<file path="config.mk">
export PLATFORM = sky130hd
export DESIGN_NAME = hcp_lattice_neighbor_address_flat
export DESIGN_NICKNAME = d
export VERILOG_FILES = /design/src/rtl/core/hcp_lna_pkg.sv /design/src/rtl/core/hcp_lna_if.sv /design/src/rtl/core/hcp_lattice_neighbor_address.sv /design/src/flat_wrapper.sv
export SDC_FILE = /design/constraint.sdc
export NUM_CORES = 2
export LEC_CHECK = 0
export ABC_AREA = 1
export BUFFER_PORTS_ARGS = -buffer_cell sky130_fd_sc_hd__buf_2
export CAP_MARGIN = 20
export CORE_MARGIN = 2
export CORE_UTILIZATION = 45
export DETAILED_ROUTE_END_ITERATION = 16
export SLEW_MARGIN = 20
export SYNTH_ARGS = -nofsm -noshare
export SYNTH_HDL_FRONTEND = slang
export SYNTH_SLANG_ARGS = --single-unit
</file>
<file path="constraint.sdc">
create_clock -name i_clk -period 89.6 [get_ports i_clk]
set_clock_uncertainty 0.05 [all_clocks]
set_input_delay 4.48 -clock i_clk [delete_from_list [all_inputs] [get_ports i_clk]]
set_output_delay 4.48 -clock i_clk [all_outputs]
set_load 0.01 [all_outputs]
</file>
<file path="src/rtl/core/hcp_lna_pkg.sv">
// Shared constants and types for the HCP lattice neighbor address block.
package hcp_lna_pkg;

    localparam int SIDE_BITS    = 9;
    localparam int DIR_BITS     = 4;
    localparam int OUT_BITS     = 2;
    localparam int ADDR_BITS_DEF = 24;
    localparam int SIDE_MAX_DEF  = 256;
    localparam int APB_ADDR_BITS = 4;
    localparam int APB_DATA_BITS = 32;

    localparam logic [SIDE_BITS-1:0] SIDE_RESET = SIDE_BITS'(256);

    typedef enum logic [1:0] {
        REG_ROWS     = 2'd0,
        REG_COLS     = 2'd1,
        REG_LAYERS   = 2'd2,
        REG_PERIODIC = 2'd3
    } t_reg_idx;

    typedef enum logic [OUT_BITS-1:0] {
        OUT_INTERIOR = 2'd0,
        OUT_WRAP     = 2'd1,
        OUT_BLOCKED  = 2'd2,
        OUT_BAD      = 2'd3
    } t_outcome;

    // direction codes
    localparam logic [DIR_BITS-1:0] DIR_ROW_DEC      = 4'd0;
    localparam logic [DIR_BITS-1:0] DIR_ROW_INC      = 4'd1;
    localparam logic [DIR_BITS-1:0] DIR_CDEC_RLO     = 4'd2;
    localparam logic [DIR_BITS-1:0] DIR_CDEC_RHI     = 4'd3;
    localparam logic [DIR_BITS-1:0] DIR_CINC_RLO     = 4'd4;
    localparam logic [DIR_BITS-1:0] DIR_CINC_RHI     = 4'd5;
    localparam logic [DIR_BITS-1:0] DIR_CDEC_LAY     = 4'd6;
    localparam logic [DIR_BITS-1:0] DIR_CINC_LAY     = 4'd7;
    localparam logic [DIR_BITS-1:0] DIR_ALT_CDEC_RLO = 4'd8;
    localparam logic [DIR_BITS-1:0] DIR_ALT_CDEC_RHI = 4'd9;
    localparam logic [DIR_BITS-1:0] DIR_ALT_CINC_RLO = 4'd10;
    localparam logic [DIR_BITS-1:0] DIR_ALT_CINC_RHI = 4'd11;

endpackage

</file>
<file path="src/rtl/core/hcp_lna_if.sv">
// Request and response channel interfaces of the HCP neighbor address block.
interface hcp_lna_req_if #(
    parameter int ADDR_BITS = hcp_lna_pkg::ADDR_BITS_DEF
);
    logic                              valid;
    logic                              ready;
    logic [ADDR_BITS-1:0]              voxel_address;
    logic [hcp_lna_pkg::DIR_BITS-1:0]  direction;

    modport source (output valid, output voxel_address, output direction, input ready);
    modport sink   (input valid, input voxel_address, input direction, output ready);
endinterface

interface hcp_lna_rsp_if #(
    parameter int ADDR_BITS = hcp_lna_pkg::ADDR_BITS_DEF
);
    logic                              valid;
    logic                              ready;
    logic [ADDR_BITS-1:0]              neighbor_address;
    logic [hcp_lna_pkg::OUT_BITS-1:0]  outcome;

    modport source (output valid, output neighbor_address, output outcome, input ready);
    modport sink   (input valid, input neighbor_address, input outcome, output ready);
endinterface

</file>
<file path="src/rtl/core/hcp_lattice_neighbor_address.sv">
// Top level: pipelined neighbor address lookup for a padded HCP voxel lattice.
// Takes one request per cycle while the response side does not stall and returns one
// response per request, in order. The address is split into layer, column and row by 18
// restoring-division stages (one quotient bit each, first by rows*cols, then by rows); three
// more stages apply the direction, wrap or block at the shell and rebuild the linear address.
// A stall on the response side holds the whole pipeline. Registers (APB, byte address 4*i):
// rows_padded, cols_padded, layers_padded, periodic_mode; write them only while no request
// is in flight.
module hcp_lattice_neighbor_address #(
    parameter int ADDR_BITS = hcp_lna_pkg::ADDR_BITS_DEF,
    parameter int SIDE_MAX  = hcp_lna_pkg::SIDE_MAX_DEF
) (
    input  logic                                   i_clk,
    input  logic                                   i_rst_n,
    hcp_lna_req_if.sink                            i_req,
    hcp_lna_rsp_if.source                          o_rsp,
    input  logic                                   psel,
    input  logic                                   penable,
    input  logic                                   pwrite,
    input  logic [hcp_lna_pkg::APB_ADDR_BITS-1:0]  paddr,
    input  logic [hcp_lna_pkg::APB_DATA_BITS-1:0]  pwdata,
    output logic [hcp_lna_pkg::APB_DATA_BITS-1:0]  prdata,
    output logic                                   pready
);

    localparam int SB   = hcp_lna_pkg::SIDE_BITS;
    localparam int AB   = ADDR_BITS;
    localparam int CRW  = 2 * SB;
    localparam int TW   = 3 * SB;
    localparam int CW   = (AB + 1 > TW) ? AB + 1 : TW;
    localparam int NDIV = 2 * SB;
    localparam int NST  = NDIV + 3;
    localparam int M1W  = CRW + 1;
    localparam int RSW  = M1W + SB + 1;

    typedef struct packed {
        logic [AB-1:0]                    addr;
        logic [hcp_lna_pkg::DIR_BITS-1:0] dir;
        logic [CW-1:0]                    rem;
        logic [SB-1:0]                    lay;
        logic [SB-1:0]                    col;
        logic                             bad;
    } t_stage;

    typedef struct packed {
        logic [AB-1:0]         addr;
        logic [SB-1:0]         nr;
        logic [SB-1:0]         nc;
        logic [SB-1:0]         nl;
        hcp_lna_pkg::t_outcome oc;
    } t_nbr;

    typedef struct packed {
        logic [AB-1:0]         addr;
        logic [M1W-1:0]        m1;
        logic [SB-1:0]         nr;
        hcp_lna_pkg::t_outcome oc;
    } t_mul;

    // configuration
    logic [SB-1:0]  r_rows, r_cols, r_layers;
    logic           r_periodic;
    logic [CRW-1:0] r_cr;
    logic [TW-1:0]  r_total;
    logic           w_wr;
    hcp_lna_pkg::t_reg_idx w_idx;

    assign pready = 1'b1;
    assign w_wr   = psel && penable && pwrite;
    assign w_idx  = hcp_lna_pkg::t_reg_idx'(paddr[3:2]);

    always_ff @(posedge i_clk) begin
        if (!i_rst_n) begin
            r_rows     <= hcp_lna_pkg::SIDE_RESET;
            r_cols     <= hcp_lna_pkg::SIDE_RESET;
            r_layers   <= hcp_lna_pkg::SIDE_RESET;
            r_periodic <= 1'b0;
        end else if (w_wr) begin
            unique case (w_idx)
                hcp_lna_pkg::REG_ROWS:     r_rows     <= pwdata[SB-1:0];
                hcp_lna_pkg::REG_COLS:     r_cols     <= pwdata[SB-1:0];
                hcp_lna_pkg::REG_LAYERS:   r_layers   <= pwdata[SB-1:0];
                hcp_lna_pkg::REG_PERIODIC: r_periodic <= pwdata[0];
                default: ;
            endcase
        end
    end

    always_comb begin
        unique case (w_idx)
            hcp_lna_pkg::REG_ROWS:     prdata = 32'(r_rows);
            hcp_lna_pkg::REG_COLS:     prdata = 32'(r_cols);
            hcp_lna_pkg::REG_LAYERS:   prdata = 32'(r_layers);
            hcp_lna_pkg::REG_PERIODIC: prdata = 32'(r_periodic);
            default:                   prdata = '0;
        endcase
    end

    // derived sizes, one multiply per register
    always_ff @(posedge i_clk) begin
        r_cr    <= r_rows * r_cols;
        r_total <= r_cr * TW'(r_layers);
    end

    function automatic logic side_ok(input logic [SB-1:0] s);
        return (s >= SB'(3)) && (32'(s) <= 32'(SIDE_MAX));
    endfunction

    // pipeline control
    logic           w_en;
    logic [NST:0]   r_vld;
    t_stage         r_st [0:NDIV];
    t_nbr           r_nb;
    t_mul           r_mu;
    logic [AB-1:0]  r_oaddr;
    hcp_lna_pkg::t_outcome r_ooc;

    assign w_en        = !r_vld[NST] || o_rsp.ready;
    assign i_req.ready = w_en;

    always_ff @(posedge i_clk) begin
        if (!i_rst_n) begin
            r_vld <= '0;
        end else if (w_en) begin
            r_vld <= {r_vld[NST-1:0], i_req.valid};
        end
    end

    always_ff @(posedge i_clk) begin
        if (w_en) begin
            r_st[0].addr <= i_req.voxel_address;
            r_st[0].dir  <= i_req.direction;
            r_st[0].rem  <= CW'(i_req.voxel_address);
            r_st[0].lay  <= '0;
            r_st[0].col  <= '0;
            r_st[0].bad  <= 1'b0;
        end
    end

    // restoring division: layer bits by rows*cols, then column bits by rows
    for (genvar g = 0; g < NDIV; g++) begin : g_div
        localparam int K = (g < SB) ? (SB - 1 - g) : (NDIV - 1 - g);
        logic [CW-1:0] w_dvs;
        logic          w_ge;
        t_stage        w_nx;

        assign w_dvs = (g < SB) ? (CW'(r_cr) << K) : (CW'(r_rows) << K);
        assign w_ge  = r_st[g].rem >= w_dvs;

        always_comb begin
            w_nx = r_st[g];
            if (w_ge) begin
                w_nx.rem = r_st[g].rem - w_dvs;
            end
            if (g < SB) begin
                w_nx.lay[K] = w_ge;
            end else begin
                w_nx.col[K] = w_ge;
            end
            // r_total is settled by the second stage after a register write
            if (g == 1) begin
                w_nx.bad = !side_ok(r_rows) || !side_ok(r_cols) || !side_ok(r_layers) ||
                           (CW'(r_total) > (CW'(1) << AB)) ||
                           (CW'(r_st[g].addr) >= CW'(r_total));
            end
        end

        always_ff @(posedge i_clk) begin
            if (w_en) begin
                r_st[g+1] <= w_nx;
            end
        end
    end

    // neighbor step, shell test and wrap
    t_stage        w_q;
    logic [SB-1:0] w_row, w_nr, w_nc, w_nl;
    logic          w_p, w_shin, w_shn;
    t_nbr          w_nb;

    assign w_q   = r_st[NDIV];
    assign w_row = w_q.rem[SB-1:0];
    assign w_p   = w_q.col[0] ^ w_q.lay[0];

    always_comb begin
        w_nr = w_row;
        w_nc = w_q.col;
        w_nl = w_q.lay;
        unique case (w_q.dir)
            hcp_lna_pkg::DIR_ROW_INC: w_nr = w_row + SB'(1);
            hcp_lna_pkg::DIR_CDEC_RLO, hcp_lna_pkg::DIR_ALT_CDEC_RLO: begin
                w_nr = w_p ? w_row : w_row - SB'(1);
                w_nc = w_q.col - SB'(1);
            end
            hcp_lna_pkg::DIR_CDEC_RHI, hcp_lna_pkg::DIR_ALT_CDEC_RHI: begin
                w_nr = w_p ? w_row + SB'(1) : w_row;
                w_nc = w_q.col - SB'(1);
            end
            hcp_lna_pkg::DIR_CINC_RLO, hcp_lna_pkg::DIR_ALT_CINC_RLO: begin
                w_nr = w_p ? w_row : w_row - SB'(1);
                w_nc = w_q.col + SB'(1);
            end
            hcp_lna_pkg::DIR_CINC_RHI, hcp_lna_pkg::DIR_ALT_CINC_RHI: begin
                w_nr = w_p ? w_row + SB'(1) : w_row;
                w_nc = w_q.col + SB'(1);
            end
            hcp_lna_pkg::DIR_CDEC_LAY: begin
                w_nc = w_q.col - SB'(1);
                w_nl = w_q.col[0] ? w_q.lay + SB'(1) : w_q.lay - SB'(1);
            end
            hcp_lna_pkg::DIR_CINC_LAY: begin
                w_nc = w_q.col + SB'(1);
                w_nl = w_q.col[0] ? w_q.lay - SB'(1) : w_q.lay + SB'(1);
            end
            default: w_nr = w_row - SB'(1);   // row down, also unused codes
        endcase
    end

    assign w_shin = (w_row == '0) || (w_row == r_rows - SB'(1)) ||
                    (w_q.col == '0) || (w_q.col == r_cols - SB'(1)) ||
                    (w_q.lay == '0) || (w_q.lay == r_layers - SB'(1));
    assign w_shn  = (w_nr == '0) || (w_nr == r_rows - SB'(1)) ||
                    (w_nc == '0) || (w_nc == r_cols - SB'(1)) ||
                    (w_nl == '0) || (w_nl == r_layers - SB'(1));

    function automatic logic [SB-1:0] wrap_axis(input logic [SB-1:0] v,
                                                input logic [SB-1:0] pad);
        logic [SB-1:0] res;
        res = v;
        if (v == '0) begin
            res = pad - SB'(2);
        end else if (v == pad - SB'(1)) begin
            res = SB'(1);
        end
        return res;
    endfunction

    always_comb begin
        w_nb.addr = w_q.addr;
        w_nb.nr   = w_nr;
        w_nb.nc   = w_nc;
        w_nb.nl   = w_nl;
        priority if (w_q.bad || w_shin) begin
            w_nb.oc = hcp_lna_pkg::OUT_BAD;
        end else if (w_shn && !r_periodic) begin
            w_nb.oc = hcp_lna_pkg::OUT_BLOCKED;
        end else if (w_shn) begin
            w_nb.oc = hcp_lna_pkg::OUT_WRAP;
            w_nb.nr = wrap_axis(w_nr, r_rows);
            w_nb.nc = wrap_axis(w_nc, r_cols);
            w_nb.nl = wrap_axis(w_nl, r_layers);
        end else begin
            w_nb.oc = hcp_lna_pkg::OUT_INTERIOR;
        end
    end

    // rebuild address: (nl*C + nc)*R + nr over two stages; blocked and bad keep the request address
    always_ff @(posedge i_clk) begin
        if (w_en) begin
            r_nb       <= w_nb;
            r_mu.addr  <= r_nb.addr;
            r_mu.m1    <= M1W'(r_nb.nl) * M1W'(r_cols) + M1W'(r_nb.nc);
            r_mu.nr    <= r_nb.nr;
            r_mu.oc    <= r_nb.oc;
            r_ooc      <= r_mu.oc;
            if (r_mu.oc == hcp_lna_pkg::OUT_BLOCKED || r_mu.oc == hcp_lna_pkg::OUT_BAD) begin
                r_oaddr <= r_mu.addr;
            end else begin
                r_oaddr <= AB'(RSW'(r_mu.m1) * RSW'(r_rows) + RSW'(r_mu.nr));
            end
        end
    end

    assign o_rsp.valid            = r_vld[NST];
    assign o_rsp.neighbor_address = r_oaddr;
    assign o_rsp.outcome          = r_ooc;

endmodule

</file>
<file path="src/flat_wrapper.sv">
// flat-port wrapper written by rule: the top's interface ports become plain ports
module hcp_lattice_neighbor_address_flat 
#(
    parameter int ADDR_BITS = hcp_lna_pkg::ADDR_BITS_DEF,
    parameter int SIDE_MAX  = hcp_lna_pkg::SIDE_MAX_DEF
)
  (i_clk, i_rst_n, psel, penable, pwrite, paddr, pwdata, prdata, pready, i_req_valid, i_req_voxel_address, i_req_direction, i_req_ready, o_rsp_valid, o_rsp_neighbor_address, o_rsp_outcome, o_rsp_ready);
  hcp_lna_req_if #(.ADDR_BITS(ADDR_BITS)) i_req_i ();
  hcp_lna_rsp_if #(.ADDR_BITS(ADDR_BITS)) o_rsp_i ();
  input  logic i_clk;
  input  logic i_rst_n;
  input  logic psel;
  input  logic penable;
  input  logic pwrite;
  input  logic [hcp_lna_pkg::APB_ADDR_BITS-1:0] paddr;
  input  logic [hcp_lna_pkg::APB_DATA_BITS-1:0] pwdata;
  output logic [hcp_lna_pkg::APB_DATA_BITS-1:0] prdata;
  output logic pready;
  input wire logic [$bits(i_req_i.valid)-1:0] i_req_valid;
  input wire logic [$bits(i_req_i.voxel_address)-1:0] i_req_voxel_address;
  input wire logic [$bits(i_req_i.direction)-1:0] i_req_direction;
  output wire logic [$bits(i_req_i.ready)-1:0] i_req_ready;
  output wire logic [$bits(o_rsp_i.valid)-1:0] o_rsp_valid;
  output wire logic [$bits(o_rsp_i.neighbor_address)-1:0] o_rsp_neighbor_address;
  output wire logic [$bits(o_rsp_i.outcome)-1:0] o_rsp_outcome;
  input wire logic [$bits(o_rsp_i.ready)-1:0] o_rsp_ready;
  assign i_req_i.valid = i_req_valid;
  assign i_req_i.voxel_address = i_req_voxel_address;
  assign i_req_i.direction = i_req_direction;
  assign i_req_ready = i_req_i.ready;
  assign o_rsp_valid = o_rsp_i.valid;
  assign o_rsp_neighbor_address = o_rsp_i.neighbor_address;
  assign o_rsp_outcome = o_rsp_i.outcome;
  assign o_rsp_i.ready = o_rsp_ready;
  hcp_lattice_neighbor_address #(.ADDR_BITS(ADDR_BITS), .SIDE_MAX(SIDE_MAX)) u_core (.i_clk(i_clk), .i_rst_n(i_rst_n), .i_req(i_req_i), .o_rsp(o_rsp_i), .psel(psel), .penable(penable), .pwrite(pwrite), .paddr(paddr), .pwdata(pwdata), .prdata(prdata), .pready(pready));
endmodule
</file>
==> flow_summary.yaml <==
sta:
  fin_crit_sh_pct: 11.3
  timing.final.crit_period_ns: 10.14
  max_freq_mhz: 98.6
  worst_pin_slew_ns: 1.07
  max_slew_margin_pct: 28.7
  whs_ns: 0.335
  hold_viol: 0
  slew_violations: 0
  rsz0062_at_grt: "false"
  setup_viol: 0
  tns_ns: 0
floorplan:
  io_pins: 132
  start_util_pct: 45.3
  rows: 155
  chipHeight_um: 428
  core_area_um2: 178000
  die-area_um2: 183000
  die_x_um: 428
synthesis:
  synth_edf_count: 1285
  synth_cell_types: 72
  synth_flop_cell: "edfxtp_1"
  synth.avg_cell_area_um2: 10.1
  ys_seq_area_share_pct: 50.1
  yosysWarningCount: 0
  postSynthCellCount: 7978
  ys_seq_elements: 1380
  synth-async-reset-ratio_pct: 0
  netlist_area_um2: 80800
global_route:
  antenna_found_initial: 5
  grt_pass1_vias: 53700
  grt_pass1_wl_um: 293000
  grt_max_degree: 197
  gr-total-overflow: 0
  grt_usage_pct: 20.3
power:
  power_w: 0.00241
  irDropWorstVdd_uv: 20.4
  p_leak_nw: 39.8
  power.density_nw_per_um2: 27.1
clock_network:
  cts_made_buffers: 149
  clk_pin_slew_worst_paths_ns: 0.06
  clock_sinks: 1380
  clk_latency_ns: 0.80
  cts.repair.resized: 0
  postCtsSetupRepairBufs: 0
  cts_hold_buf: 0
  clockBufferDepth: 3
  cts_tree: "done"
  clk_root_buffer_cell: "clkbuf_16"
  htreeDepth: 4
detailed_routing:
  vias: 54100
  avgRoutedWirePerCell_um: 17.4
  drc: 0
  first_iter_violations: 3986
  via_per_inst: 5.12
  drt-pass1-iter-count: 9
  wl_um: 184000
  postRouteAntennaNets: 0
cells_and_area:
  synthToLayoutAreaGrowth_pct: 10.0
  final_area_um2: 88900
  nFillCells: 16100
  nets: 9013
  utilization_pct: 49.8
  drive_gt1_share_pct: 5.70
critical_path:
  crit_fanout: 8
  crit_required_ns: 85.07
  r2r_start: "u_core.r_rows[1]"
  crit_arrival_ns: 5.61
  setup.worst_path.end_class: "output port"
  crit_type: "in2out"
  startpoint_type: "input pin"
  crit_start: "paddr[2]"
placed_design:
  dpl_cell_area_um2: 83900
  gp_congestion: 0.898
  hpwl_um: 136000
  port_buffers: 82
worst_hold_path:
  min_path_type: "reg2reg"
  worstHoldStart: "u_core.r_st[12][58]"
run:
  drv_cap: 0
status:
  status: "finished clean"
metal layers:
metal	global-route usage, %	part of all wire [%]
met4	7.69	3.9
met1	26.3	43
met5	0	0
met3	2.85	4.4
met2	34.7	48
through the flow:
stage / worst slack [ns] / instances
CTS: 79.45 / 10600
finish: 79.46 / 10600
detailed placement: 79.45 / 10300
global route: 79.38 / 10600
floorplan: 45.58 / 8000
global placement: 79.50 / 10300
final timing paths:
kind / depth (start not counted) / to / slack, ns
max: 6 / prdata[5] / 79.46
min: 0 / u_core.r_st[13][58] / 0.34
max reg2reg: 21 / u_core.o_rsp.neighbor_address[14] / 83.24
min reg2reg: 0 / u_core.r_st[13][58] / 0.34
power breakdown:
| group | switching [W] | total [W] | internal (W) | leakage (nW) |
|---|---|---|---|---|
| sequential | 0.000108 | 0.00101 | 0.000902 | 14.1 |
| combinational | 0.000478 | 0.000782 | 0.000304 | 23.3 |
| clock | 0.000266 | 0.000616 | 0.000351 | 2.41 |
| total | 0.000851 | 0.00241 | 0.00156 | 39.8 |
worst max-delay path: stages:
cell	delay [ns]
buf_2	0.11
inv_1	0.05
nor2_1	0.42
inv_1	0.14
o221ai_1	0.22
buf_2	0.18
cells in the mapped netlist, types with 12 or more instances:
cell,count,share of area (%)
ha_1,494,7.6
xor2_1,256,2.8
a211oi_1,15,0.14
o21a_1,12,0.11
or2_2,33,0.26
edfxtp_1,1285,48
o2111ai_1,12,0.13
nand3_1,264,1.6
buf_4,27,0.25
o21ai_1,29,0.18
nor4_1,61,0.47
fa_1,358,8.9
a21oi_1,431,2.7
buf_1,20,0.093
nor3_1,78,0.48
a21o_1,20,0.19
o21bai_1,23,0.21
clkbuf_1,134,0.62
nor2_1,546,2.5
a31oi_1,22,0.17
nand3b_1,15,0.14
o221ai_1,17,0.18
o211ai_1,20,0.19
dfxtp_1,95,2.4
nand4_1,107,0.83
inv_1,1219,5.7
buf_2,27,0.17
xnor2_1,171,1.9
o21ai_0,416,2.6
nand2_1,1648,7.7
o31ai_1,13,0.12
flip-flops by register name, indices dropped and copies added, names as in the netlist:
register and count:
u_core.r_st 1152, u_core.r_rows 9, u_core.r_layers 9, u_core.r_total 27, u_core.r_nb 53, u_core.r_mu 54
u_core.r_cols 9, u_core.o_rsp.neighbor_address 24, u_core.r_vld 22, u_core.r_cr 18, u_core.o_rsp.outcome 2, u_core.r_periodic 1
layout by cell type (no fill, tap or decap), types with 61 or more instances in the layout:
cell / count
edfxtp_1: 1285
nand2_1: 1648
xnor2_1: 171
clkbuf_16: 149
o21ai_0: 416
nor3_1: 78
ha_1: 494
xor2_1: 256
buf_2: 82
a21oi_1: 431
inv_1: 1218
nor2_1: 545
fa_1: 358
nand4_1: 107
dfxtp_1: 93
nand3_1: 264
buf_4: 61
nor4_1: 61
cells by family after synthesis:
group	Yosys count	synth area share, %
adders and majority gates	852	16.5
buffers and inverters	1444	6.90
AOI/OAI and AO/OA	1065	7.24
muxes	2	0.0279
and+or+nand+nor	2806	14.6
other	2	0.00929
xor gates and xnor gates	427	4.63
DFF	1380	50.1
layout make-up:
type | instances | area (µm²) | area share, %
Multi-Input combinational cell | 5176 | 34800 | 39.2
Sequential cell | 1380 | 40500 | 45.5
Tap cell | 2355 | 2950 | 3.31
Clock inverter | 100 | 1220 | 1.38
Timing Repair Buffer | 149 | 975 | 1.10
Clock buffer | 170 | 3810 | 4.28
Antenna cell | 4 | 10.0 | 0.0113
Inverter | 1234 | 4640 | 5.22
No activity file was read; power rests on OpenSTA's default activity.
